--- src/rtl/tofd_pkg.sv ---
// ----------------------------------------------------------------------------
// tofd_pkg
// Shared types, codes and helpers of the out-of-band frame deframer.
// ----------------------------------------------------------------------------
package tofd_pkg;

   localparam logic [7:0] IAC_BYTE = 8'hFF;
   localparam logic [7:0] CHAR_R   = 8'h52;
   localparam logic [7:0] CHAR_S   = 8'h53;
   localparam logic [7:0] CHAR_P   = 8'h50;
   localparam logic [7:0] CHAR_A   = 8'h41;
   localparam logic [7:0] CHAR_F   = 8'h46;
   localparam logic [7:0] CHAR_0   = 8'h30;
   localparam logic [7:0] CHAR_9   = 8'h39;

   // result kinds
   localparam logic [1:0] KIND_CONSOLE = 2'd0;
   localparam logic [1:0] KIND_ROOM    = 2'd1;
   localparam logic [1:0] KIND_SEAT    = 2'd2;
   localparam logic [1:0] KIND_ENTRY   = 2'd3;

   // configuration register indexes
   localparam logic [1:0] CSR_START_MARKER = 2'd0;
   localparam logic [1:0] CSR_END_MARKER   = 2'd1;
   localparam logic [1:0] CSR_DRAIN_LIMIT  = 2'd2;

   typedef enum logic [2:0] {
      ST_IDLE = 3'b001,
      ST_HDR  = 3'b010,
      ST_NAME = 3'b100
   } dec_state_type;

   typedef struct packed {
      logic [1:0] kind;
      logic [7:0] out_byte;
      logic [2:0] seat;
      logic [15:0] room;
      logic       name_present;
      logic       last;
   } result_type;

   typedef struct packed {
      logic emit;
      logic busy;
   } dec_stat_type;

   // {ok, value}: 0-9 and upper-case A-F only
   function automatic logic [4:0] hex_nibble(input logic [7:0] c);
      logic [7:0] d;
      begin
         d = 8'd0;
         if (c >= CHAR_0 && c <= CHAR_9) begin
            d = c - CHAR_0;
            hex_nibble = {1'b1, d[3:0]};
         end else if (c >= CHAR_A && c <= CHAR_F) begin
            d = c - CHAR_A + 8'd10;
            hex_nibble = {1'b1, d[3:0]};
         end else begin
            hex_nibble = 5'd0;
         end
      end
   endfunction

endpackage

--- src/rtl/tofd_ram.sv ---
// ----------------------------------------------------------------------------
// tofd_ram
// Generic simple dual-port RAM, one write port, one registered read port.
// ----------------------------------------------------------------------------
module tofd_ram #(
   parameter int WIDTH = 8,
   parameter int DEPTH = 32,
   parameter int AW    = $clog2(DEPTH)
) (
   input  logic             clock,
   input  logic             wr_en,
   input  logic [AW-1:0]    wr_addr,
   input  logic [WIDTH-1:0] wr_data,
   input  logic             rd_en,
   input  logic [AW-1:0]    rd_addr,
   output logic [WIDTH-1:0] rd_data
);

   logic [WIDTH-1:0] mem_ff [DEPTH];
   logic [WIDTH-1:0] rd_data_ff;

   always_ff @(posedge clock) begin
      if (wr_en) begin
         mem_ff[wr_addr] <= wr_data;
      end
      if (rd_en) begin
         rd_data_ff <= mem_ff[rd_addr];
      end
   end

   assign rd_data = rd_data_ff;

endmodule

--- src/rtl/tofd_decoder.sv ---
// ----------------------------------------------------------------------------
// tofd_decoder
// Walks a captured frame in the buffer RAM and produces its result beats.
// ----------------------------------------------------------------------------
module tofd_decoder #(
   parameter int FRAME_MAX = 32,
   parameter int NAME_MAX  = 16,
   parameter int SEATS     = 8,
   parameter int LW        = $clog2(FRAME_MAX + 1),
   parameter int AW        = $clog2(FRAME_MAX)
) (
   input  logic                    clock,
   input  logic                    reset,
   input  logic                    start,
   input  logic [LW-1:0]           length,
   input  logic                    can_emit,
   output logic                    rd_en,
   output logic [AW-1:0]           rd_addr,
   input  logic [7:0]              rd_data,
   output tofd_pkg::dec_stat_type  stat,
   output tofd_pkg::result_type    res
);
   import tofd_pkg::*;

   localparam int CMAX = (FRAME_MAX > NAME_MAX) ? FRAME_MAX : NAME_MAX;
   localparam int CW   = $clog2(CMAX + 1);

   dec_state_type state_ff, state_in;
   logic [2:0]    idx_ff, idx_in;
   logic [1:0]    form_ff, form_in;
   logic [15:0]   room_ff, room_in;
   logic [2:0]    seat_ff, seat_in;
   logic [LW-1:0] len_ff, len_in;
   logic [CW-1:0] cnt_ff, cnt_in;
   logic [CW-1:0] rd_idx_ff, rd_idx_in;
   logic [CW-1:0] em_idx_ff, em_idx_in;

   logic [4:0]    hx;
   logic [7:0]    sdiff;
   logic          sok;
   logic [CW-1:0] avail;
   logic [CW-1:0] ncount;
   logic          pending;
   logic          fire;

   always_comb begin
      state_in  = state_ff;
      idx_in    = idx_ff;
      form_in   = form_ff;
      room_in   = room_ff;
      seat_in   = seat_ff;
      len_in    = len_ff;
      cnt_in    = cnt_ff;
      rd_idx_in = rd_idx_ff;
      em_idx_in = em_idx_ff;
      rd_en     = 1'b0;
      rd_addr   = '0;
      stat.emit = 1'b0;
      stat.busy = state_ff != ST_IDLE;
      res       = '0;

      hx      = hex_nibble(rd_data);
      sdiff   = rd_data - CHAR_0;
      sok     = (rd_data >= CHAR_0) && (sdiff < 8'(SEATS));
      avail   = CW'(len_ff - LW'(6));
      ncount  = (avail > CW'(NAME_MAX - 1)) ? CW'(NAME_MAX - 1) : avail;
      pending = rd_idx_ff != em_idx_ff;
      fire    = 1'b0;

      case (state_ff)
         ST_IDLE: begin
            if (start) begin
               len_in   = length;
               idx_in   = 3'd0;
               rd_en    = 1'b1;
               state_in = ST_HDR;
            end
         end
         ST_HDR: begin
            rd_en   = 1'b1;
            rd_addr = AW'(idx_ff + 3'd1);
            idx_in  = idx_ff + 3'd1;
            if (idx_ff == 3'd0) begin
               if (len_ff == LW'(5) && rd_data == CHAR_R) begin
                  form_in = KIND_ROOM;
               end else if (len_ff == LW'(2) && rd_data == CHAR_S) begin
                  form_in = KIND_SEAT;
               end else if (len_ff >= LW'(6) && rd_data == CHAR_P) begin
                  form_in = KIND_ENTRY;
               end else begin
                  state_in = ST_IDLE;
               end
            end else begin
               case (form_ff)
                  KIND_ROOM: begin
                     room_in = {room_ff[11:0], hx[3:0]};
                     if (!hx[4]) begin
                        state_in = ST_IDLE;
                     end else if (idx_ff == 3'd4) begin
                        stat.emit = 1'b1;
                        res.kind  = KIND_ROOM;
                        res.room  = room_in;
                        res.last  = 1'b1;
                        state_in  = ST_IDLE;
                     end
                  end
                  KIND_SEAT: begin
                     state_in = ST_IDLE;
                     if (sok) begin
                        stat.emit = 1'b1;
                        res.kind  = KIND_SEAT;
                        res.seat  = sdiff[2:0];
                        res.last  = 1'b1;
                     end
                  end
                  KIND_ENTRY: begin
                     if (idx_ff == 3'd1) begin
                        seat_in = sdiff[2:0];
                        if (!sok) begin
                           state_in = ST_IDLE;
                        end
                     end else begin
                        room_in = {room_ff[11:0], hx[3:0]};
                        if (!hx[4]) begin
                           state_in = ST_IDLE;
                        end else if (idx_ff == 3'd5) begin
                           cnt_in    = ncount;
                           rd_idx_in = '0;
                           em_idx_in = '0;
                           if (ncount == '0) begin
                              // empty seat: one beat, no name
                              stat.emit = 1'b1;
                              res.kind  = KIND_ENTRY;
                              res.seat  = seat_ff;
                              res.room  = room_in;
                              res.last  = 1'b1;
                              state_in  = ST_IDLE;
                           end else begin
                              state_in = ST_NAME;
                           end
                        end
                     end
                  end
                  default: begin
                     state_in = ST_IDLE;
                  end
               endcase
            end
         end
         ST_NAME: begin
            fire = pending && can_emit;
            if (fire) begin
               stat.emit        = 1'b1;
               res.kind         = KIND_ENTRY;
               res.out_byte     = rd_data;
               res.seat         = seat_ff;
               res.room         = room_ff;
               res.name_present = 1'b1;
               res.last         = (em_idx_ff + CW'(1)) == cnt_ff;
               em_idx_in        = em_idx_ff + CW'(1);
               if (res.last) begin
                  state_in = ST_IDLE;
               end
            end
            // one read in flight; RAM output holds until consumed
            if (rd_idx_ff != cnt_ff && (!pending || fire)) begin
               rd_en     = 1'b1;
               rd_addr   = AW'(rd_idx_ff + CW'(6));
               rd_idx_in = rd_idx_ff + CW'(1);
            end
         end
         default: begin
            state_in = ST_IDLE;
         end
      endcase
   end

   always_ff @(posedge clock) begin
      if (reset) begin
         state_ff <= ST_IDLE;
      end else begin
         state_ff <= state_in;
      end
      idx_ff    <= idx_in;
      form_ff   <= form_in;
      room_ff   <= room_in;
      seat_ff   <= seat_in;
      len_ff    <= len_in;
      cnt_ff    <= cnt_in;
      rd_idx_ff <= rd_idx_in;
      em_idx_ff <= em_idx_in;
   end

endmodule

--- src/rtl/telnet_oob_frame_deframer.sv ---
// ----------------------------------------------------------------------------
// telnet_oob_frame_deframer
// Telnet IAC stripper that pulls out-of-band frames out of the byte stream.
// ----------------------------------------------------------------------------
// Usage:
//   req_* carries one link byte per beat (req_valid / req_stall).
//   rsp_* carries result beats from an output register (rsp_valid / rsp_stall);
//   rsp_last closes the run of beats caused by one link byte.
//   csr_* writes start_marker (0), end_marker (1), drain_limit (2); csr_ready
//   is always high, other indexes are ignored. Write only while idle.
// Timing:
//   The front end takes a plain, IAC or frame data byte whenever req_stall is
//   low; a console byte shows on rsp in the cycle after it is taken. An end
//   marker hands the frame to the decoder, which reads the buffer RAM one
//   byte a cycle: it walks the header, then a seat entry streams one name
//   beat per cycle while rsp is not stalled. The single RAM read port sets
//   this rate; req_stall is high meanwhile.
// Stalls: while rsp holds an untaken beat and rsp_stall is high, req_stall is
//   high and the decoder holds its name walk.
// Reset: synchronous; clears the markers to their defaults and all framing
//   state. The frame buffer needs no clearing: only written entries are used.
// ----------------------------------------------------------------------------
module telnet_oob_frame_deframer #(
   parameter int FRAME_MAX = 32,
   parameter int NAME_MAX  = 16,
   parameter int SEATS     = 8
) (
   input  logic        clock,
   input  logic        reset,
   input  logic        req_valid,
   output logic        req_stall,
   input  logic [7:0]  req_rx_byte,
   output logic        rsp_valid,
   input  logic        rsp_stall,
   output logic [1:0]  rsp_kind,
   output logic [7:0]  rsp_out_byte,
   output logic [2:0]  rsp_seat,
   output logic [15:0] rsp_room,
   output logic        rsp_name_present,
   output logic        rsp_last,
   input  logic        csr_valid,
   output logic        csr_ready,
   input  logic [1:0]  csr_index,
   input  logic [15:0] csr_data
);
   import tofd_pkg::*;

   localparam int LW = $clog2(FRAME_MAX + 1);
   localparam int AW = $clog2(FRAME_MAX);

   // configuration
   logic [7:0]  start_marker_ff;
   logic [7:0]  end_marker_ff;
   logic [15:0] drain_limit_ff;

   // framing state
   logic [1:0]    skip_count_ff, skip_count_in;
   logic          in_frame_ff, in_frame_in;
   logic [LW-1:0] frame_length_ff, frame_length_in;
   logic          frame_overflow_ff, frame_overflow_in;
   logic [15:0]   seen_count_ff, seen_count_in;

   // output register
   logic       rsp_valid_ff, rsp_valid_in;
   result_type rsp_ff, rsp_in;

   logic         accept;
   logic         out_free;
   logic         buf_we;
   logic         dec_start;
   logic         console_emit;
   logic [16:0]  seen_next;
   logic         ram_re;
   logic [AW-1:0] ram_raddr;
   logic [7:0]   ram_rdata;
   dec_stat_type dec_stat;
   result_type   dec_res;

   // output slot is free when empty or its beat leaves this cycle
   assign out_free  = !rsp_valid_ff || !rsp_stall;
   assign req_stall = dec_stat.busy || !out_free;
   assign accept    = req_valid && !req_stall;
   assign csr_ready = 1'b1;

   assign seen_next = {1'b0, seen_count_ff} + 17'd1;

   always_comb begin
      skip_count_in     = skip_count_ff;
      in_frame_in       = in_frame_ff;
      frame_length_in   = frame_length_ff;
      frame_overflow_in = frame_overflow_ff;
      seen_count_in     = seen_count_ff;
      buf_we            = 1'b0;
      dec_start         = 1'b0;
      console_emit      = 1'b0;
      if (accept) begin
         if (skip_count_ff != 2'd0) begin
            skip_count_in = skip_count_ff - 2'd1;
         end else if (req_rx_byte == IAC_BYTE) begin
            // IAC plus two option bytes are dropped, inside frames too
            skip_count_in = 2'd2;
         end else if (in_frame_ff) begin
            // end test first, so equal markers close the frame
            if (req_rx_byte == end_marker_ff) begin
               in_frame_in = 1'b0;
               dec_start   = !frame_overflow_ff;
            end else if (seen_next > {1'b0, drain_limit_ff}) begin
               in_frame_in = 1'b0;   // drain limit hit: abandon
            end else begin
               seen_count_in = seen_next[15:0];
               if (!frame_overflow_ff) begin
                  if (frame_length_ff >= LW'(FRAME_MAX)) begin
                     frame_overflow_in = 1'b1;
                  end else begin
                     buf_we          = 1'b1;
                     frame_length_in = frame_length_ff + LW'(1);
                  end
               end
            end
         end else if (req_rx_byte == start_marker_ff) begin
            in_frame_in       = 1'b1;
            frame_length_in   = '0;
            frame_overflow_in = 1'b0;
            seen_count_in     = '0;
         end else begin
            console_emit = 1'b1;
         end
      end
   end

   always_comb begin
      rsp_in       = rsp_ff;
      rsp_valid_in = rsp_valid_ff && rsp_stall;
      if (console_emit) begin
         rsp_in          = '0;
         rsp_in.kind     = KIND_CONSOLE;
         rsp_in.out_byte = req_rx_byte;
         rsp_in.last     = 1'b1;
         rsp_valid_in    = 1'b1;
      end else if (dec_stat.emit) begin
         rsp_in       = dec_res;
         rsp_valid_in = 1'b1;
      end
   end

   always_ff @(posedge clock) begin
      if (reset) begin
         start_marker_ff   <= 8'd1;
         end_marker_ff     <= 8'd2;
         drain_limit_ff    <= 16'd256;
         skip_count_ff     <= '0;
         in_frame_ff       <= 1'b0;
         frame_length_ff   <= '0;
         frame_overflow_ff <= 1'b0;
         seen_count_ff     <= '0;
         rsp_valid_ff      <= 1'b0;
      end else begin
         if (csr_valid && csr_ready) begin
            case (csr_index)
               CSR_START_MARKER: start_marker_ff <= csr_data[7:0];
               CSR_END_MARKER:   end_marker_ff   <= csr_data[7:0];
               CSR_DRAIN_LIMIT:  drain_limit_ff  <= csr_data;
               default: begin
               end
            endcase
         end
         skip_count_ff     <= skip_count_in;
         in_frame_ff       <= in_frame_in;
         frame_length_ff   <= frame_length_in;
         frame_overflow_ff <= frame_overflow_in;
         seen_count_ff     <= seen_count_in;
         rsp_valid_ff      <= rsp_valid_in;
      end
      rsp_ff <= rsp_in;
   end

   tofd_ram #(
      .WIDTH (8),
      .DEPTH (FRAME_MAX),
      .AW    (AW)
   ) u_frame_buf (
      .clock   (clock),
      .wr_en   (buf_we),
      .wr_addr (frame_length_ff[AW-1:0]),
      .wr_data (req_rx_byte),
      .rd_en   (ram_re),
      .rd_addr (ram_raddr),
      .rd_data (ram_rdata)
   );

   tofd_decoder #(
      .FRAME_MAX (FRAME_MAX),
      .NAME_MAX  (NAME_MAX),
      .SEATS     (SEATS),
      .LW        (LW),
      .AW        (AW)
   ) u_decoder (
      .clock    (clock),
      .reset    (reset),
      .start    (dec_start),
      .length   (frame_length_ff),
      .can_emit (out_free),
      .rd_en    (ram_re),
      .rd_addr  (ram_raddr),
      .rd_data  (ram_rdata),
      .stat     (dec_stat),
      .res      (dec_res)
   );

   assign rsp_valid        = rsp_valid_ff;
   assign rsp_kind         = rsp_ff.kind;
   assign rsp_out_byte     = rsp_ff.out_byte;
   assign rsp_seat         = rsp_ff.seat;
   assign rsp_room         = rsp_ff.room;
   assign rsp_name_present = rsp_ff.name_present;
   assign rsp_last         = rsp_ff.last;

   // assertions
   a_skip_range: assert property (@(posedge clock) disable iff (reset)
      skip_count_ff != 2'd3)
      else $error("IAC skip count out of range");

   a_len_bound: assert property (@(posedge clock) disable iff (reset)
      frame_length_ff <= LW'(FRAME_MAX))
      else $error("frame length beyond buffer");

   a_ovf_full: assert property (@(posedge clock) disable iff (reset)
      frame_overflow_ff |-> frame_length_ff == LW'(FRAME_MAX))
      else $error("overflow flagged on a partial buffer");

   a_dec_slot: assert property (@(posedge clock) disable iff (reset)
      dec_start |=> !rsp_valid_ff && dec_stat.busy)
      else $error("decoder started with output slot occupied");

endmodule
--- config.mk ---
export PLATFORM = sky130hd
export DESIGN_NAME = telnet_oob_frame_deframer
export DESIGN_NICKNAME = d
export VERILOG_FILES = /design/src/rtl/tofd_pkg.sv /design/src/rtl/tofd_ram.sv /design/src/rtl/tofd_decoder.sv /design/src/rtl/telnet_oob_frame_deframer.sv
export SDC_FILE = /design/constraint.sdc
export NUM_CORES = 1
export LEC_CHECK = 0
export BUFFER_PORTS_ARGS = -buffer_cell sky130_fd_sc_hd__clkbuf_2
export CAP_MARGIN = 20
export CORE_MARGIN = 4
export CORE_UTILIZATION = 25
export CTS_BUF_LIST = sky130_fd_sc_hd__clkbuf_8 sky130_fd_sc_hd__clkbuf_16
export DETAILED_ROUTE_END_ITERATION = 8
export PLACE_DENSITY = 0.35
export REMOVE_ABC_BUFFERS = 1
export SLEW_MARGIN = 20
export SYNTH_ARGS = -nofsm -noshare
export SYNTH_HDL_FRONTEND = slang
export SYNTH_HIERARCHICAL = 1
export SYNTH_SLANG_ARGS = --single-unit
--- constraint.sdc ---
create_clock -name clock -period 5.8 [get_ports clock]
set_input_delay 0.29 -clock clock [delete_from_list [all_inputs] [get_ports clock]]
set_output_delay 0.29 -clock clock [all_outputs]
set_load 0.1 [all_outputs]
==> out/results.ini, run 1 <==
[placed_design]
numPlacedInstances=2210
port_buffers=63
place_congestion=0.7373
place_hpwl_mm=32.98
dp_slack_ns=0.6751

[power]
power.density_mw_per_mm2=301.1
p_total_uw=6339
leakagePower_uw=0.007000
peakVddDrop_mv=0.1732

[floorplan]
coreArea_mm2=0.07027
die_x_um=274.9
ios=65
fp.dieH_um=274.9
start_util_pct=25.35
num_rows=97
dieArea_mm2=0.07558

[sta]
final-setup-viol-count=0
hold_viol=0
skew_ns=0.02764
min_period_ns=5.100
slew_headroom_pct=28.08
final_max_slew_viol_count=0
rsz0062_at_grt=no
worst_slack_ns=0.7005
clock.fmax_ghz=0.1961
fin_crit_sh_pct=87.92
worst_pin_slew_ns=1.068
worst_hold_slack_ns=0.08594

[grt]
grt_overflow=0
grt_pass1_wl_mm=74.21
antenna_found_initial=0
grt_max_degree=62
gr-usage-all-layers_pct=13.17
grt_pass1_vias=10770

[cts]
cts_root_buf=clkbuf_16
cts_tree=built
htree_num_levels=2
clock_path_buffers=3
post_cts_buffers=0
post_cts_resized=0
clk_pin_slew_ns=0.06
cts.sinks=405
clock_latency_ns=0.59
cts_made_buffers=47

[run]
max_cap_violations=0

[routing]
drt_first_pass_iters=5
viasPerCell=4.575
drt_wl_total_mm=49.71
drt_iter0_drc=724
wl_per_cell_um=21.51
dr_total_vias=10570
drcViolationCount=0
ant_nets=0

[synth]
ys_top_cells_by_count=320 x edfxtp_1, 106 x nor2_1, 94 x nand2_1
async_reset_ff_share_pct=0
synth_top_area_share_pct=53.95
syn-instance-count=1237
synth_area_mm2=0.01781
yosysTopAreaCell=edfxtp_1
synth-seq-cells=405
synth_ff_type=edfxtp_1
ys_types=74
yosysWarnings=6
synth_edf_count=320
synth_area_leaders=edfxtp_1 54%, mux4_2 10%, dfxtp_1 9.6%, ha_1 2.5%, mux2i_1 2.3%
synth_most_common_cell=edfxtp_1
avgSynthCellArea_um2=14.40
yosysSeqAreaShare_pct=63.51

[finish]
stdcell_count=2311
nets=1401
syn_to_final_growth_pct=18.19
drive_above_1_share_pct=20.20
fill_cells=7066
utilization_pct=29.96
antenna_cells=0

[setup_path]
critPathArrivalTime_ns=5.29
worst-setup-path-type=reg -> reg
cp_max_fo=8
cp-start-kind=flop
end_kind=flop
required_ns=5.99

[run_status]
status=finished, final reports clean

[min_path]
hold_path_class=in -> reg

critical path, stage by stage, from the launching register on:
cell	delay, ns
dfxtp_1	0.43
nand4_1	0.17
nor2_1	0.41
nand3_1	0.24
xnor2_1	0.19
ha_1	0.32
nand4_1	0.13
or4_1	0.59
mux2_4	0.33
a2111oi_4	0.51
nand3_1	0.58
nor2_1	0.79
final timing paths:
| check | start | end | depth (start not counted) | slack [ns] |
|---|---|---|---|---|
| max | seen_count_ff[0] | u_frame_buf/mem_ff[19][7] | 11 | 0.70 |
| min | rsp_stall | rsp_valid | 3 | 0.09 |
| max reg2reg | seen_count_ff[0] | u_frame_buf/mem_ff[19][7] | 11 | 0.70 |
| min reg2reg | drain_limit_ff[9] | drain_limit_ff[9] | 2 | 0.46 |
report_power, final:
part	leakage, uW	total [uW]	internal (uW)	switching, uW
clock	0.000790	3010	1800	1210
combinational	0.00265	189	42.8	146
sequential	0.00356	3140	3140	7.02
per-stage QoR:
step / area (um^2) / TNS (ns)
final: 21050 / 0
after global routing: 21050 / 0
after CTS: 21050 / 0
after detailed placement: 19330 / 0
after global placement: 19330 / 0
after floorplan: 17500 / -20.43
final cells by class:
cell class | count | area [um^2] | area share, %
tap | 940 | 1176 | 5.587
inverter | 43 | 161.4 | 0.7668
clock inverter | 35 | 316.6 | 1.504
sequential | 405 | 11310 | 53.73
timing repair buffer | 115 | 770.7 | 3.661
clock buffer | 50 | 1240 | 5.890
multi-input combinational | 723 | 6075 | 28.86
per-layer routing:
metal	vias up	part of all wire [%]	global-route usage, %
met1	5406	48	19.06
li1	4888	-	-
met2	221	46	20.67
met5	-	0	0
met3	57	4.4	2.154
met4	0	1.8	3.274
timing repair:
action | in CTS | in global routing
endpoints found under the hold margin | 29 | 0
setup endpoints to repair | 0 | 0
hold buffers | 16 | 0
flip-flops by register name, indices dropped and copies added (netlist names), 2 cells and up:
signal               cells
frame_length_ff          6
u_frame_buf/rd_data      8
u_decoder/state_ff       3
drain_limit_ff          16
u_frame_buf/mem_ff     256
skip_count_ff            2
rsp_out_byte             8
u_decoder/seat_ff        3
rsp_kind                 2
start_marker_ff          8
u_decoder/room_ff       16
u_decoder/rd_idx_ff      6
u_decoder/cnt_ff         6
u_decoder/idx_ff         3
rsp_seat                 3
rsp_room                16
u_decoder/len_ff         6
seen_count_ff           16
end_marker_ff            8
u_decoder/em_idx_ff      6
u_decoder/form_ff        2
cell families after synthesis:
family / count (synthesis) / synth area share [%]
other: 2 / 0.04217
buffers and inverters: 110 / 2.669
XOR/XNOR: 63 / 3.175
adder cells (fa/ha/maj): 35 / 2.459
flip-flops: 405 / 63.51
multiplexers: 130 / 13.01
AO/OA/AOI/OAI: 140 / 5.430
AND/OR/NAND/NOR: 352 / 9.709
placed cells by master (no fill, tap or decap), types with 34 or more instances in the layout:
master | synthesis | layout
clkbuf_16 | 0 | 49
mux4_2 | 80 | 80
nand2_1 | 94 | 94
a21oi_1 | 42 | 42
nand3_1 | 49 | 49
clkbuf_2 | 0 | 63
edfxtp_1 | 320 | 320
inv_1 | 42 | 50
dfxtp_1 | 85 | 85
ha_1 | 35 | 35
mux2i_1 | 41 | 41
nor2_1 | 106 | 105
buf_4 | 7 | 34
xnor2_1 | 34 | 34
Note: power is estimated with default switching activity, not from simulation.
==> inputs of run 2 (changes only) <==
--- a/config.mk
+++ b/config.mk
@@ -11,6 +11,7 @@
 export CORE_UTILIZATION = 25
 export CTS_BUF_LIST = sky130_fd_sc_hd__clkbuf_8 sky130_fd_sc_hd__clkbuf_16
 export DETAILED_ROUTE_END_ITERATION = 8
+export MAX_ROUTING_LAYER = met4
 export PLACE_DENSITY = 0.35
 export REMOVE_ABC_BUFFERS = 1
 export SLEW_MARGIN = 20
==> run 2 against run 1 <==
Effect of this change: sequential share of layout area stayed put; fmax is 0.65% lower; non-clock buffer count stayed put; critical endpoint unchanged; via count is 0.25% lower; critical path depth is 1 higher; critical path type unchanged; core utilization stayed put; count of clock-buffer cells in the layout stayed put; design area stayed put; cell count stayed put; global-route usage is 0.41 points higher.
==> out/results.ini, run 2 (synthesis results as in run 1) <==
[run_status]
status=finished, final reports clean

[sta]
worst_hold_slack_ns=0.08430  ; -0.001635 ns
worst_pin_slew_ns=1.078  ; +0.01016 ns
fin_crit_sh_pct=88.49  ; +0.57 points
clock.fmax_ghz=0.1948  ; -0.65%
slew_headroom_pct=27.39  ; -0.68 points
final_max_slew_viol_count=0  ; unchanged
worst_slack_ns=0.6674  ; -0.03312 ns
skew_ns=0.02549  ; -0.002153 ns
hold_viol=0  ; unchanged
rsz0062_at_grt=no
min_period_ns=5.133  ; +0.03312 ns
final-setup-viol-count=0  ; unchanged

[setup_path]
cp-start-kind=flop
cp_max_fo=8  ; unchanged
path_cells=ha_1 > and3_1 > and2_1 > nand3_1 > xnor2_1 > ha_1 > nand4_1 > or4_1 > mux2_4 > a2111oi_4 > nand3_1 > nor2_1
crit_end=u_frame_buf/mem_ff[19][7]
cpMaxStageDelayCell=nor2_1
critPathArrivalTime_ns=5.33  ; +0.04 ns
r2r-start=seen_count_ff[0]
required_ns=5.99  ; about the same
path_buf_inv=0  ; unchanged
crit_family=simple AND/OR/NAND/NOR gates
r2r-end=u_frame_buf/mem_ff[19][7]
critPathMaxStageDelay_ns=0.79  ; about the same
reg2reg_depth=12  ; +1
r2r_slack_ns=0.67  ; -0.03 ns
end_kind=flop
worst-setup-path-type=reg -> reg
startpoint=seen_count_ff[0]
cp.depth=12  ; +1

[routing]
wl_per_cell_um=21.53  ; +0.11%
dr_total_vias=10550  ; -0.25%
drt_wl_total_mm=49.76  ; +0.11%
drcViolationCount=0  ; unchanged
drt_iter0_drc=678  ; -6.4%
ant_nets=0  ; unchanged
drt_first_pass_iters=4  ; -1
viasPerCell=4.563  ; -0.25%

[grt]
grt_max_degree=62  ; unchanged
gr-usage-all-layers_pct=13.58  ; +0.41 points
grt_pass1_vias=10770  ; unchanged
busiest_layer=met2
use_met1_pct=19.18  ; +0.12 points
grt_pass1_wl_mm=74.24  ; about the same
grt_use_met2_pct=20.61  ; -0.053 points
antenna_found_initial=0  ; unchanged
use_met3_pct=2.119  ; -0.035 points
grt_overflow=0  ; unchanged

[cts]
post_cts_buffers=0  ; unchanged
clk_pin_slew_ns=0.06  ; about the same
clock_path_buffers=3  ; unchanged
cts_tree=built
clock_latency_ns=0.58  ; about the same
cts.sinks=405  ; unchanged
cts_made_buffers=47  ; unchanged
cts_root_buf=clkbuf_16
htree_num_levels=2  ; unchanged

[run]
max_cap_violations=0  ; unchanged

[min_path]
min_from=rsp_stall
hold_path_class=in -> reg

[floorplan]
ios=65  ; unchanged
die_x_um=274.9  ; unchanged
dieArea_mm2=0.07558  ; unchanged
fp.dieH_um=274.9  ; unchanged
coreArea_mm2=0.07027  ; unchanged
num_rows=97  ; unchanged
start_util_pct=25.35  ; unchanged

[finish]
finalInstanceArea_mm2=0.02105  ; unchanged
nets=1401  ; unchanged
drive_above_1_share_pct=20.20  ; unchanged
utilization_pct=29.96  ; unchanged
mostFrequentLayoutCells=320 x edfxtp_1, 105 x nor2_1, 94 x nand2_1
final_common_cell=edfxtp_1
largest_register_ffs=256  ; unchanged
antenna_cells=0  ; unchanged
syn_to_final_growth_pct=18.19  ; unchanged
top_register=u_frame_buf/mem_ff

[power]
peakVddDrop_mv=0.1723  ; -0.52%
power.density_mw_per_mm2=301.0  ; about the same
leakagePower_uw=0.007000  ; unchanged
p_total_uw=6336  ; about the same

[placed_design]
port_buffers=63  ; unchanged
dpl_cell_area_mm2=0.01933  ; unchanged
place_hpwl_mm=32.98  ; unchanged
place_congestion=0.7464  ; +1.2%
dp_slack_ns=0.6751  ; unchanged

==> run 2: cell counts in the layout (fill, tap and decap cells not counted) <==
Identical to the previous run, type by type.
==> run 2: how the worst min path moves through the flow <==
stage	to	slack [ns]	depth (start not counted)
final	rsp_valid	0.08	3
after global routing	rsp_valid	0.12	3
after CTS	rsp_valid	0.05	3
after detailed placement	drain_limit_ff[3]	0.45	2
after floorplan	drain_limit_ff[0]	0.36	1
after global placement	drain_limit_ff[9]	0.45	2
==> run 2: metal layers <==
layer / share of wire, % / vias up
li1: - / 4896
met1: 48 / 5378
met2: 46 / 212
met3: 4.3 / 60
met4: 1.8 / 0
met5: 0 / -
==> run 2: report_power, final <==
part / total [uW] / switching (uW) / leakage (uW) / internal (uW)
clock: 3010 / 1200 / 0.000790 / 1800
sequential: 3140 / 7.01 / 0.00356 / 3140
combinational: 188 / 146 / 0.00265 / 42.8
total: 6340 / 1360 / 0.00700 / 4980
==> run 2: final cells by class <==
type | count | area (um^2)
clock inverter | 35 | 316.6
inverter | 43 | 161.4
timing repair buffer | 115 | 770.7
multi-input combinational | 723 | 6075
tap | 940 | 1176
sequential | 405 | 11310
clock buffer | 50 | 1240
fill | 7066 | 49220
==> run 2: through the flow <==
stage / TNS, ns / std cells
2_1_floorplan: -20.43 / 1171
3_5_place_dp: 0 / 2210
6_report: 0 / 2311
3_3_place_gp: 0 / 2210
4_1_cts: 0 / 2311
5_1_grt: 0 / 2311
==> run 2: what timing repair did <==
| action | 4_1_cts | 5_1_grt |
|---|---|---|
| endpoints found under the hold margin | 29 | 0 |
| gates resized for setup | 0 | 0 |
| hold buffers | 16 | 0 |
==> run 2: worst min-delay path: stages <==
cell	delay (ns)
clkbuf_2	0.09
nand2_1	0.14
a21oi_1	0.09
